**src/rtl/core/owbm_pkg.sv**
```systemverilog
// Shared types and constants for the 1-Wire block memory command engine.
package owbm_pkg;

  typedef enum logic [3:0] {
    PH_IDLE  = 4'd0,
    PH_HDR   = 4'd1,
    PH_WDATA = 4'd2,
    PH_RDATA = 4'd3,
    PH_BCRC  = 4'd4,
    PH_PROG  = 4'd5,
    PH_LIST  = 4'd6
  } phase_t;

  localparam logic [1:0] CMD_START = 2'd0;
  localparam logic [1:0] CMD_BUS   = 2'd1;
  localparam logic [1:0] CMD_HOST  = 2'd2;

  localparam logic [2:0] OP_WRITE = 3'd0;
  localparam logic [2:0] OP_READ  = 3'd1;
  localparam logic [2:0] OP_PROT  = 3'd2;
  localparam logic [2:0] OP_RPROT = 3'd3;
  localparam logic [2:0] OP_CYC   = 3'd4;

  localparam logic [2:0] ACT_SEND    = 3'd0;
  localparam logic [2:0] ACT_READ    = 3'd1;
  localparam logic [2:0] ACT_WAIT    = 3'd2;
  localparam logic [2:0] ACT_RESET   = 3'd3;
  localparam logic [2:0] ACT_DELIVER = 3'd4;
  localparam logic [2:0] ACT_HOST    = 3'd5;
  localparam logic [2:0] ACT_DONE    = 3'd6;

  localparam logic [3:0] ST_OK       = 4'd0;
  localparam logic [3:0] ST_RANGE    = 4'd1;
  localparam logic [3:0] ST_CRC      = 4'd2;
  localparam logic [3:0] ST_PROT     = 4'd3;
  localparam logic [3:0] ST_EXHAUST  = 4'd4;
  localparam logic [3:0] ST_PROGERR  = 4'd5;
  localparam logic [3:0] ST_BADSTAT  = 4'd6;
  localparam logic [3:0] ST_BADPROT  = 4'd7;
  localparam logic [3:0] ST_BADCYC   = 4'd8;

  localparam logic [15:0] CRC_RESIDUE = 16'hB001;
  localparam logic [15:0] CRC_POLY    = 16'hA001;

  typedef struct packed {
    logic [2:0] action;
    logic [7:0] bus_byte;
    logic [3:0] status;
    logic       last;
  } res_t;

  // Up to four results for one input word, plus how many are valid.
  typedef struct packed {
    res_t [3:0] res;
    logic [2:0] count;
  } burst_t;

  function automatic logic [7:0] opcode_of(input logic [2:0] op);
    logic [7:0] v;
    case (op)
      OP_WRITE: v = 8'h55;
      OP_READ:  v = 8'hF0;
      OP_PROT:  v = 8'hC3;
      OP_RPROT: v = 8'hAA;
      default:  v = 8'hA5;
    endcase
    return v;
  endfunction

  function automatic logic [15:0] crc_byte(input logic [15:0] c, input logic [7:0] b);
    logic [15:0] x;
    x = c ^ {8'h00, b};
    for (int i = 0; i < 8; i++) begin
      x = x[0] ? ((x >> 1) ^ CRC_POLY) : (x >> 1);
    end
    return x;
  endfunction

  function automatic res_t mk(input logic [2:0] a, input logic [7:0] b,
                              input logic [3:0] s);
    res_t r;
    r.action = a;
    r.bus_byte = b;
    r.status = s;
    r.last = 1'b0;
    return r;
  endfunction

endpackage

```
**src/rtl/core/owbm_if.sv**
```systemverilog
// Valid/ready channel interfaces for input, result and configuration words.
interface owbm_in_if;
  logic       valid;
  logic       ready;
  logic [1:0] command;
  logic [2:0] operation;
  logic [4:0] start_block;
  logic [4:0] block_count;
  logic [7:0] data_byte;
  modport source (output valid, command, operation, start_block, block_count, data_byte,
                  input ready);
  modport sink (input valid, command, operation, start_block, block_count, data_byte,
                output ready);
endinterface

interface owbm_out_if;
  logic       valid;
  logic       ready;
  logic [2:0] action;
  logic [7:0] bus_byte;
  logic [3:0] status;
  logic       last;
  modport source (output valid, action, bus_byte, status, last, input ready);
  modport sink (input valid, action, bus_byte, status, last, output ready);
endinterface

interface owbm_cfg_if;
  logic       valid;
  logic       ready;
  logic [7:0] data;
  modport source (output valid, data, input ready);
  modport sink (input valid, data, output ready);
endinterface

```
**src/rtl/core/owbm_front.sv**
```systemverilog
// Front end: accepts input words, steps the command sequencer, emits result bursts.
module owbm_front import owbm_pkg::*; #(
  parameter int TOTAL_BLOCKS = 31,
  parameter int BLOCK_BYTES  = 8,
  parameter int MAX_CYCLES   = 8
) (
  input  logic       clk,
  input  logic       rst_n,
  input  logic       in_valid,
  output logic       in_ready,
  input  logic [1:0] command,
  input  logic [2:0] operation,
  input  logic [4:0] start_block,
  input  logic [4:0] block_count,
  input  logic [7:0] data_byte,
  input  logic [7:0] wait_ms,
  input  logic       q_full,
  output logic       q_push,
  output burst_t     q_data
);

  localparam int BIW = $clog2(BLOCK_BYTES + 1);

  phase_t      phase_r, phase_nxt;
  logic [15:0] crc_r, crc_nxt;
  logic [2:0]  op_r, op_nxt;
  logic [4:0]  left_r, left_nxt;
  logic [BIW-1:0] idx_r, idx_nxt;
  burst_t      bo;

  assign in_ready = !q_full;

  // Step one word through the sequencer and build its burst.
  always_comb begin
    logic [15:0] c;
    logic [5:0]  sum;
    logic        bad;
    logic [4:0]  dec;
    logic [7:0]  v;
    phase_nxt = phase_r;
    crc_nxt = crc_r;
    op_nxt = op_r;
    left_nxt = left_r;
    idx_nxt = idx_r;
    bo = '0;
    c = crc_byte(crc_r, data_byte);
    sum = {1'b0, start_block} + {1'b0, block_count};
    dec = left_r - 5'd1;
    v = 8'h00;
    bad = 1'b0;
    if (command == CMD_START && phase_r == PH_IDLE) begin
      if (operation > OP_CYC) bad = 1'b1;
      else if (operation == OP_PROT) bad = 32'(start_block) >= TOTAL_BLOCKS;
      else bad = 32'(sum) > TOTAL_BLOCKS;
      if (bad) begin
        bo.res[0] = mk(ACT_DONE, 8'h00, ST_RANGE);
        bo.count = 3'd1;
      end else begin
        op_nxt = operation;
        left_nxt = (operation == OP_PROT) ? 5'd0 : block_count;
        crc_nxt = crc_byte(crc_byte(16'h0000, opcode_of(operation)), {3'b000, start_block});
        idx_nxt = '0;
        bo.res[0] = mk(ACT_SEND, opcode_of(operation), ST_OK);
        bo.res[1] = mk(ACT_SEND, {3'b000, start_block}, ST_OK);
        bo.res[2] = mk(ACT_READ, 8'h00, ST_OK);
        bo.count = 3'd3;
        phase_nxt = PH_HDR;
      end
    end else if (command == CMD_HOST && phase_r == PH_WDATA ||
                 command == CMD_BUS && phase_r == PH_RDATA) begin
      crc_nxt = c;
      bo.res[0] = mk((phase_r == PH_WDATA) ? ACT_SEND : ACT_DELIVER, data_byte, ST_OK);
      bo.count = 3'd2;
      if (32'(idx_r) + 1 < BLOCK_BYTES) begin
        idx_nxt = idx_r + BIW'(1);
        bo.res[1] = mk((phase_r == PH_WDATA) ? ACT_HOST : ACT_READ, 8'h00, ST_OK);
      end else begin
        idx_nxt = '0;
        bo.res[1] = mk(ACT_READ, 8'h00, ST_OK);
        phase_nxt = PH_BCRC;
      end
    end else if (command == CMD_BUS) begin
      unique case (phase_r)
        PH_HDR, PH_BCRC: begin
          crc_nxt = c;
          if (idx_r == '0) begin
            idx_nxt = BIW'(1);
            bo.res[0] = mk(ACT_READ, 8'h00, ST_OK);
            bo.count = 3'd1;
          end else begin
            idx_nxt = '0;
            if (c != CRC_RESIDUE) begin
              bo.res[0] = mk(ACT_RESET, 8'h00, ST_OK);
              bo.res[1] = mk(ACT_DONE, 8'h00, ST_CRC);
              bo.count = 3'd2;
              phase_nxt = PH_IDLE;
            end else if ((phase_r == PH_HDR && op_r == OP_PROT) ||
                         (phase_r == PH_BCRC && op_r == OP_WRITE)) begin
              bo.res[0] = mk(ACT_SEND, 8'hFF, ST_OK);
              bo.res[1] = mk(ACT_WAIT, wait_ms, ST_OK);
              bo.res[2] = mk(ACT_READ, 8'h00, ST_OK);
              bo.count = 3'd3;
              phase_nxt = PH_PROG;
            end else if ((phase_r == PH_HDR && left_r == 5'd0) ||
                         (phase_r == PH_BCRC && dec == 5'd0)) begin
              left_nxt = (phase_r == PH_BCRC) ? dec : left_r;
              bo.res[0] = mk(ACT_RESET, 8'h00, ST_OK);
              bo.res[1] = mk(ACT_DONE, 8'h00, ST_OK);
              bo.count = 3'd2;
              phase_nxt = PH_IDLE;
            end else if (op_r == OP_WRITE || op_r == OP_READ) begin
              left_nxt = (phase_r == PH_BCRC) ? dec : left_r;
              crc_nxt = '0;
              bo.res[0] = mk((op_r == OP_WRITE) ? ACT_HOST : ACT_READ, 8'h00, ST_OK);
              bo.count = 3'd1;
              phase_nxt = (op_r == OP_WRITE) ? PH_WDATA : PH_RDATA;
            end else begin
              bo.res[0] = mk(ACT_READ, 8'h00, ST_OK);
              bo.count = 3'd1;
              phase_nxt = PH_LIST;
            end
          end
        end
        PH_PROG: begin
          bo.res[0] = mk(ACT_RESET, 8'h00, ST_OK);
          bo.count = 3'd2;
          phase_nxt = PH_IDLE;
          if (data_byte == 8'h55) bo.res[1] = mk(ACT_DONE, 8'h00, ST_PROT);
          else if (data_byte == 8'hEE) bo.res[1] = mk(ACT_DONE, 8'h00, ST_PROGERR);
          else if (op_r == OP_WRITE) begin
            if (data_byte == 8'h33) bo.res[1] = mk(ACT_DONE, 8'h00, ST_EXHAUST);
            else if (data_byte[3:0] == 4'hA && 32'(data_byte[7:4]) < MAX_CYCLES) begin
              left_nxt = dec;
              if (dec == 5'd0) bo.res[1] = mk(ACT_DONE, 8'h00, ST_OK);
              else begin
                crc_nxt = '0;
                idx_nxt = '0;
                bo.res[0] = mk(ACT_HOST, 8'h00, ST_OK);
                bo.count = 3'd1;
                phase_nxt = PH_WDATA;
              end
            end else bo.res[1] = mk(ACT_DONE, 8'h00, ST_BADSTAT);
          end else begin
            bo.res[1] = mk(ACT_DONE, 8'h00, (data_byte == 8'h00) ? ST_OK : ST_BADSTAT);
          end
        end
        PH_LIST: begin
          if (op_r == OP_RPROT) begin
            bad = !(data_byte == 8'h0F || data_byte == 8'hF0);
            v = (data_byte == 8'hF0) ? 8'h01 : 8'h00;
          end else begin
            bad = 32'(data_byte) > MAX_CYCLES;
            v = data_byte;
          end
          if (bad) begin
            bo.res[0] = mk(ACT_RESET, 8'h00, ST_OK);
            bo.res[1] = mk(ACT_DONE, 8'h00, (op_r == OP_RPROT) ? ST_BADPROT : ST_BADCYC);
            bo.count = 3'd2;
            phase_nxt = PH_IDLE;
          end else begin
            left_nxt = dec;
            bo.res[0] = mk(ACT_DELIVER, v, ST_OK);
            if (dec == 5'd0) begin
              bo.res[1] = mk(ACT_RESET, 8'h00, ST_OK);
              bo.res[2] = mk(ACT_DONE, 8'h00, ST_OK);
              bo.count = 3'd3;
              phase_nxt = PH_IDLE;
            end else begin
              bo.res[1] = mk(ACT_READ, 8'h00, ST_OK);
              bo.count = 3'd2;
            end
          end
        end
        default: ;
      endcase
    end
    if (bo.count != 3'd0) bo.res[bo.count[1:0] - 2'd1].last = 1'b1;
  end

  assign q_push = in_valid && in_ready && bo.count != 3'd0;
  assign q_data = bo;

  // Advance the sequencer state on each accepted word.
  always_ff @(posedge clk) begin
    if (!rst_n) begin
      phase_r <= PH_IDLE;
      crc_r <= '0;
      op_r <= '0;
      left_r <= '0;
      idx_r <= '0;
    end else if (in_valid && in_ready) begin
      phase_r <= phase_nxt;
      crc_r <= crc_nxt;
      op_r <= op_nxt;
      left_r <= left_nxt;
      idx_r <= idx_nxt;
    end
  end

endmodule

```
**src/rtl/core/owbm_queue.sv**
```systemverilog
// Two-entry queue of result bursts between front and back end.
module owbm_queue import owbm_pkg::*; (
  input  logic   clk,
  input  logic   rst_n,
  input  logic   push,
  input  burst_t push_data,
  output logic   full,
  output logic   nonempty,
  input  logic   pop,
  output burst_t head
);

  burst_t     mem_r [2];
  logic       wp_r, rp_r;
  logic [1:0] cnt_r;

  assign full = cnt_r == 2'd2;
  assign nonempty = cnt_r != 2'd0;
  assign head = mem_r[rp_r];

  // Store pushed bursts.
  always_ff @(posedge clk) begin
    if (push) mem_r[wp_r] <= push_data;
  end

  // Advance pointers and fill count.
  always_ff @(posedge clk) begin
    if (!rst_n) begin
      wp_r <= 1'b0;
      rp_r <= 1'b0;
      cnt_r <= 2'd0;
    end else begin
      if (push) wp_r <= !wp_r;
      if (pop) rp_r <= !rp_r;
      cnt_r <= cnt_r + {1'b0, push} - {1'b0, pop};
    end
  end

endmodule

```
**src/rtl/core/owbm_back.sv**
```systemverilog
// Back end: unrolls each queued burst into result words on the output channel.
module owbm_back import owbm_pkg::*; (
  input  logic       clk,
  input  logic       rst_n,
  input  logic       q_nonempty,
  input  burst_t     q_head,
  output logic       q_pop,
  output logic       out_valid,
  input  logic       out_ready,
  output res_t       out_res
);

  logic [1:0] sel_r;
  logic       fin;

  assign out_valid = q_nonempty;
  assign out_res = q_head.res[sel_r];
  assign fin = {1'b0, sel_r} + 3'd1 == q_head.count;
  assign q_pop = q_nonempty && out_ready && fin;

  // Step through the burst one word per handshake.
  always_ff @(posedge clk) begin
    if (!rst_n) sel_r <= 2'd0;
    else if (q_nonempty && out_ready) sel_r <= fin ? 2'd0 : sel_r + 2'd1;
  end

endmodule

```
**src/rtl/core/onewire_block_memory_command_engine.sv**
```systemverilog
// Top level of the 1-Wire block memory command engine.
// Usage:
//   in  : command words (start, bus byte received, host byte supplied).
//   out : bus actions for the host to carry out, in order; last marks the
//         final action caused by one input word.
//   cfg : one 8-bit register, the programming wait in ms (reset 20).
// An input word is taken every cycle while the result queue has room; its
// one to three results enter a two-burst queue in the same cycle. The first
// result appears on out once its burst is stored in the queue and earlier
// bursts have been sent, and then one per cycle while out_ready is high; a
// burst of n results takes n handshakes of the output port, which sets the
// sustained rate. Words that cause no result do not enter the queue.
// A stall on out fills the queue; in_ready drops once both entries are used
// and no word is lost. Reset (rst_n low, synchronous) empties the queue and
// returns the sequencer to idle with a zero CRC.
module onewire_block_memory_command_engine import owbm_pkg::*; #(
  parameter int TOTAL_BLOCKS = 31,
  parameter int BLOCK_BYTES  = 8,
  parameter int MAX_CYCLES   = 8
) (
  input  logic clk,
  input  logic rst_n,
  owbm_in_if.sink    in_ch,
  owbm_out_if.source out_ch,
  owbm_cfg_if.sink   cfg_ch
);

  logic [7:0] wait_r;
  logic       q_full, q_push, q_ne, q_pop;
  burst_t     q_in, q_head;
  res_t       r;

  assign cfg_ch.ready = 1'b1;

  // Hold the wait register.
  always_ff @(posedge clk) begin
    if (!rst_n) wait_r <= 8'd20;
    else if (cfg_ch.valid) wait_r <= cfg_ch.data;
  end

  owbm_front #(.TOTAL_BLOCKS(TOTAL_BLOCKS), .BLOCK_BYTES(BLOCK_BYTES),
               .MAX_CYCLES(MAX_CYCLES)) u_front (
    .clk, .rst_n,
    .in_valid(in_ch.valid), .in_ready(in_ch.ready),
    .command(in_ch.command), .operation(in_ch.operation),
    .start_block(in_ch.start_block), .block_count(in_ch.block_count),
    .data_byte(in_ch.data_byte), .wait_ms(wait_r),
    .q_full, .q_push, .q_data(q_in)
  );

  owbm_queue u_queue (
    .clk, .rst_n, .push(q_push), .push_data(q_in), .full(q_full),
    .nonempty(q_ne), .pop(q_pop), .head(q_head)
  );

  owbm_back u_back (
    .clk, .rst_n, .q_nonempty(q_ne), .q_head, .q_pop,
    .out_valid(out_ch.valid), .out_ready(out_ch.ready), .out_res(r)
  );

  assign out_ch.action = r.action;
  assign out_ch.bus_byte = r.bus_byte;
  assign out_ch.status = r.status;
  assign out_ch.last = r.last;

endmodule
```
**src/flat_wrapper.sv**
```systemverilog
// flat-port wrapper written by rule: the top's interface ports become plain ports
module onewire_block_memory_command_engine_flat import owbm_pkg::*;
#(
  parameter int TOTAL_BLOCKS = 31,
  parameter int BLOCK_BYTES  = 8,
  parameter int MAX_CYCLES   = 8
)
  (clk, rst_n, in_ch_valid, in_ch_command, in_ch_operation, in_ch_start_block, in_ch_block_count, in_ch_data_byte, in_ch_ready, out_ch_valid, out_ch_action, out_ch_bus_byte, out_ch_status, out_ch_last, out_ch_ready, cfg_ch_valid, cfg_ch_data, cfg_ch_ready);
  owbm_in_if in_ch_i ();
  owbm_out_if out_ch_i ();
  owbm_cfg_if cfg_ch_i ();
  input  logic clk;
  input  logic rst_n;
  input wire logic [$bits(in_ch_i.valid)-1:0] in_ch_valid;
  input wire logic [$bits(in_ch_i.command)-1:0] in_ch_command;
  input wire logic [$bits(in_ch_i.operation)-1:0] in_ch_operation;
  input wire logic [$bits(in_ch_i.start_block)-1:0] in_ch_start_block;
  input wire logic [$bits(in_ch_i.block_count)-1:0] in_ch_block_count;
  input wire logic [$bits(in_ch_i.data_byte)-1:0] in_ch_data_byte;
  output wire logic [$bits(in_ch_i.ready)-1:0] in_ch_ready;
  output wire logic [$bits(out_ch_i.valid)-1:0] out_ch_valid;
  output wire logic [$bits(out_ch_i.action)-1:0] out_ch_action;
  output wire logic [$bits(out_ch_i.bus_byte)-1:0] out_ch_bus_byte;
  output wire logic [$bits(out_ch_i.status)-1:0] out_ch_status;
  output wire logic [$bits(out_ch_i.last)-1:0] out_ch_last;
  input wire logic [$bits(out_ch_i.ready)-1:0] out_ch_ready;
  input wire logic [$bits(cfg_ch_i.valid)-1:0] cfg_ch_valid;
  input wire logic [$bits(cfg_ch_i.data)-1:0] cfg_ch_data;
  output wire logic [$bits(cfg_ch_i.ready)-1:0] cfg_ch_ready;
  assign in_ch_i.valid = in_ch_valid;
  assign in_ch_i.command = in_ch_command;
  assign in_ch_i.operation = in_ch_operation;
  assign in_ch_i.start_block = in_ch_start_block;
  assign in_ch_i.block_count = in_ch_block_count;
  assign in_ch_i.data_byte = in_ch_data_byte;
  assign in_ch_ready = in_ch_i.ready;
  assign out_ch_valid = out_ch_i.valid;
  assign out_ch_action = out_ch_i.action;
  assign out_ch_bus_byte = out_ch_i.bus_byte;
  assign out_ch_status = out_ch_i.status;
  assign out_ch_last = out_ch_i.last;
  assign out_ch_i.ready = out_ch_ready;
  assign cfg_ch_i.valid = cfg_ch_valid;
  assign cfg_ch_i.data = cfg_ch_data;
  assign cfg_ch_ready = cfg_ch_i.ready;
  onewire_block_memory_command_engine #(.TOTAL_BLOCKS(TOTAL_BLOCKS), .BLOCK_BYTES(BLOCK_BYTES), .MAX_CYCLES(MAX_CYCLES)) u_core (.clk(clk), .rst_n(rst_n), .in_ch(in_ch_i), .out_ch(out_ch_i), .cfg_ch(cfg_ch_i));
endmodule
```
**config.mk**
```make
export PLATFORM = sky130hd
export DESIGN_NAME = onewire_block_memory_command_engine_flat
export DESIGN_NICKNAME = d
export VERILOG_FILES = /design/src/rtl/core/owbm_pkg.sv /design/src/rtl/core/owbm_if.sv /design/src/rtl/core/owbm_front.sv /design/src/rtl/core/owbm_queue.sv /design/src/rtl/core/owbm_back.sv /design/src/rtl/core/onewire_block_memory_command_engine.sv /design/src/flat_wrapper.sv
export SDC_FILE = /design/constraint.sdc
export NUM_CORES = 1
export LEC_CHECK = 0
export BUFFER_PORTS_ARGS = -buffer_cell sky130_fd_sc_hd__buf_2
export CORE_MARGIN = 2
export CORE_UTILIZATION = 55
export CTS_BUF_LIST = sky130_fd_sc_hd__clkbuf_8
export CTS_CLUSTER_DIAMETER = 80
export DETAILED_ROUTE_END_ITERATION = 16
export PLACE_DENSITY = 0.82
export SKIP_LAST_GASP = 1
export SLEW_MARGIN = 20
export SYNTH_ARGS = -nofsm -noshare
export SYNTH_HDL_FRONTEND = slang
export SYNTH_SLANG_ARGS = --single-unit
export TNS_END_PERCENT = 30
```
**constraint.sdc**
```tcl
create_clock -name clk -period 15.9 [get_ports clk]
set_input_delay 0.795 -clock clk [delete_from_list [all_inputs] [get_ports clk]]
set_output_delay 0.795 -clock clk [all_outputs]
set_load 0.01 [all_outputs]
```
==> impl_metrics.py <==
metrics = {
    "placed_design": {
        "post-place-ws_ns": 10.76,
        "place.gp.congestion": 0.943,
        "io_buffers": 53,
        "dpl.hpwl_mm": 12.3,
    },
    "logic_synthesis": {
        "synthDistinctLibCells": 78,
        "async_flop_share_pct": 0,
        "ys_seq_area_share_pct": 45.3,
        "synth_edf_count": 70,
        "netlist_instances": 644,
        "ys_seq_elements": 116,
        "synthesis.area_mm2": 0.00668,
        "yosys_warnings": 0,
        "syn_avg_cell_area_um2": 10.4,
        "yosys_most_used_dff": "edfxtp_1",
    },
    "worst_setup_path": {
        "required_ns": 16.20,
        "worstPathMaxFanout": 9,
        "crit_chain": "buf_2, xor2_1, xor2_1, xor2_1, xnor2_1, inv_1, ha_1, or4b_1, nor3_1, o2111a_1, nand3_2, o31ai_2, a211oi_2, nand2b_1, ha_1, inv_1, ha_1, xor2_1, xnor2_1, nor2_1",
        "setup.worst_path.class": "input port to flop",
        "cp.arrival_ns": 5.06,
        "cp-start-kind": "input port",
        "cpMostUsedCell": "xor2_1",
        "slowest_stage": "o31ai_2",
        "critical_path.max_stage_delay_ns": 0.45,
        "worstSetupEndpointType": "flop",
    },
    "routing": {
        "wire_per_inst_um": 20.3,
        "ant_nets": 0,
        "wl_met3_mm": 1.25,
        "route.met2.wl_mm": 8.36,
        "wl_met1_mm": 7.21,
        "viasPerCell": 6.47,
        "top_layer_used": "met4",
        "vias": 5464,
        "post-route-drc-count": 0,
        "wl_mm": 17.1,
        "dr.pass1.iters": 5,
        "first_iter_violations": 612,
    },
    "layout": {
        "drive_gt1_share_pct": 18.2,
        "insertedDiodeCount": 0,
        "mostFrequentLayoutCell": "edfxtp_1",
        "syn2layout_area_growth_pct": 10.4,
        "finalNetCount": 737,
        "mostFrequentLayoutCells": "70 x edfxtp_1, 53 x buf_2, 48 x a21oi_1",
    },
    "cts": {
        "htreeDepth": 4,
        "clockRootBuffer": "clkbuf_8",
        "cts_resized": 0,
        "post_cts_buffers": 0,
        "clkSinkCount": 116,
        "ctsHoldBuffers": 0,
        "cts_buffers": 17,
        "clk_pin_slew_worst_paths_ns": 0.07,
        "worstSkewPairLatency_ns": 0.45,
        "cts_buffer_depth": 2,
        "cts_tree": "built",
    },
    "grt": {
        "grt_overflow_total": 0,
        "antenna_found_initial": 0,
        "grt_max_degree": 36,
        "grt_pass1_wl_mm": 27.1,
        "grt_pass1_vias": 5255,
        "grt_usage_pct": 27.2,
    },
    "die": {
        "rows": 40,
        "initial_core_util_pct": 56.0,
        "core_mm2": 0.0119,
        "dieArea_mm2": 0.0130,
        "dieHeight_um": 114,
        "io_pins": 55,
        "die_x_um": 114,
    },
    "hold_path": {
        "hp-class": "flop to flop",
    },
    "sta": {
        "finalSetupTns_ns": 0,
        "period_minus_slack_ns": 4.76,
        "whs_ns": 0.488,
        "finalHoldViolations": 0,
        "setup_viol": 0,
        "skew_ns": 0.0125,
        "worst_slack_ns": 11.14,
        "final_max_slew_viol_count": 0,
        "clock.fmax_ghz": 0.210,
        "worst_pin_slew_ns": 0.903,
        "maxSlewHeadroom_pct": 39.7,
        "rsz0062_at_grt": "no",
        "fin_crit_sh_pct": 30.0,
    },
    "power_and_ir_drop": {
        "ir_worst_vdd_mv": 0.0434,
        "power.leakage_uw": 0.00273,
        "power_density_mw_per_mm2": 97.4,
    },
    "run": {
        "maxCapViolations": 0,
    },
    "run_status": {
        "outcome": "finished clean",
    },
}
==> flip-flops by register name, summed over array words and instances, names as in the netlist, named ones only <==
| register | cells |
|---|---|
| u_core.u_back.sel_r | 2 |
| u_core.u_front.crc_r | 16 |
| u_core.u_front.idx_r | 4 |
| u_core.u_front.left_r | 5 |
| u_core.u_front.op_r | 3 |
| u_core.u_front.phase_r | 3 |
| u_core.u_queue.cnt_r | 2 |
| u_core.u_queue.mem_r | 70 |
| u_core.u_queue.rp_r | 1 |
| u_core.u_queue.wp_r | 1 |
| u_core.wait_r | 8 |
==> critical path, delay by kind of cell <==
family                   cells  cell delay, ns
AO/OA/AOI/OAI                3            0.92
XOR/XNOR                     6            1.39
adder cells (fa/ha/maj)      3            0.55
buffers and inverters        3            0.27
AND/OR/NAND/NOR              5            1.13
==> layer usage <==
| layer | track usage (%) | up-vias |
|---|---|---|
| met5 | 0 | - |
| li1 | - | 2522 |
| met3 | 6.19 | 35 |
| met2 | 44.7 | 255 |
| met4 | 8.37 | 0 |
| met1 | 36.1 | 2652 |
==> layout make-up <==
class,instances,area [um^2]
clock buffers,18,248
well taps,147,184
fillers,999,4540
inverters,18,67.6
flip-flops and latches,116,3020
repair buffers,58,303
multi-input cells,474,3420
clock inverters,14,123
==> power by group <==
part           switching (uW)  internal (uW)
registers                8.83            329
clock network             121            139
logic                    70.3           49.5
total                     200            518
==> Yosys cell counts, types with 14 or more instances <==
cell      number  area (um^2)
edfxtp_1      70         2100
a21oi_1       48          240
dfxtp_1       46          921
nor2_1        40          150
nand2_1       36          135
o21ai_0       36          180
xnor2_1       22          193
clkbuf_1      18         67.6
mux2i_1       18          180
nand3_1       18         90.1
inv_1         17         63.8
ha_1          16          200
xor2_1        16          140
and2_1        14         87.6
mux4_2        14          315
nor2b_1       14         87.6
==> through the flow <==
| stage | std cells | power (uW) | cell area [um^2] | utilization (%) |
|---|---|---|---|---|
| after floorplan | 645 | 429 | 6680 | - |
| after global placement | 813 | 458 | 7000 | 58.8 |
| after detailed placement | 813 | 462 | 7000 | 58.8 |
| after CTS | 845 | 720 | 7370 | 61.9 |
| after global routing | 845 | 747 | 7370 | 61.9 |
| final | 845 | 718 | 7370 | 61.9 |
==> final timing paths <==
check	startpoint	to	slack, ns	cells past startpoint
max	in_ch_data_byte[4]	u_core.u_queue.cnt_r[1]	11.14	20
min	u_core.u_front.idx_r[3]	u_core.u_front.idx_r[3]	0.49	2
max reg2reg	u_core.u_front.crc_r[4]	u_core.u_queue.cnt_r[1]	11.31	19
min reg2reg	u_core.u_front.idx_r[3]	u_core.u_front.idx_r[3]	0.49	2
==> logic make-up (layout without fill, tap and decap cells) <==
group | count (synthesis) | count (layout) | share of synthesized area (%)
mux | 37 | 37 | 8.27
buf+inv | 55 | 108 | 3.75
fa+ha+maj | 17 | 17 | 3.15
flops | 116 | 116 | 45.3
simple gates | 200 | 200 | 16.6
other cells | 2 | 3 | 0.113
xor+xnor | 38 | 38 | 4.99
compound gates | 179 | 179 | 17.8
Power figures use the tool's default switching activity.
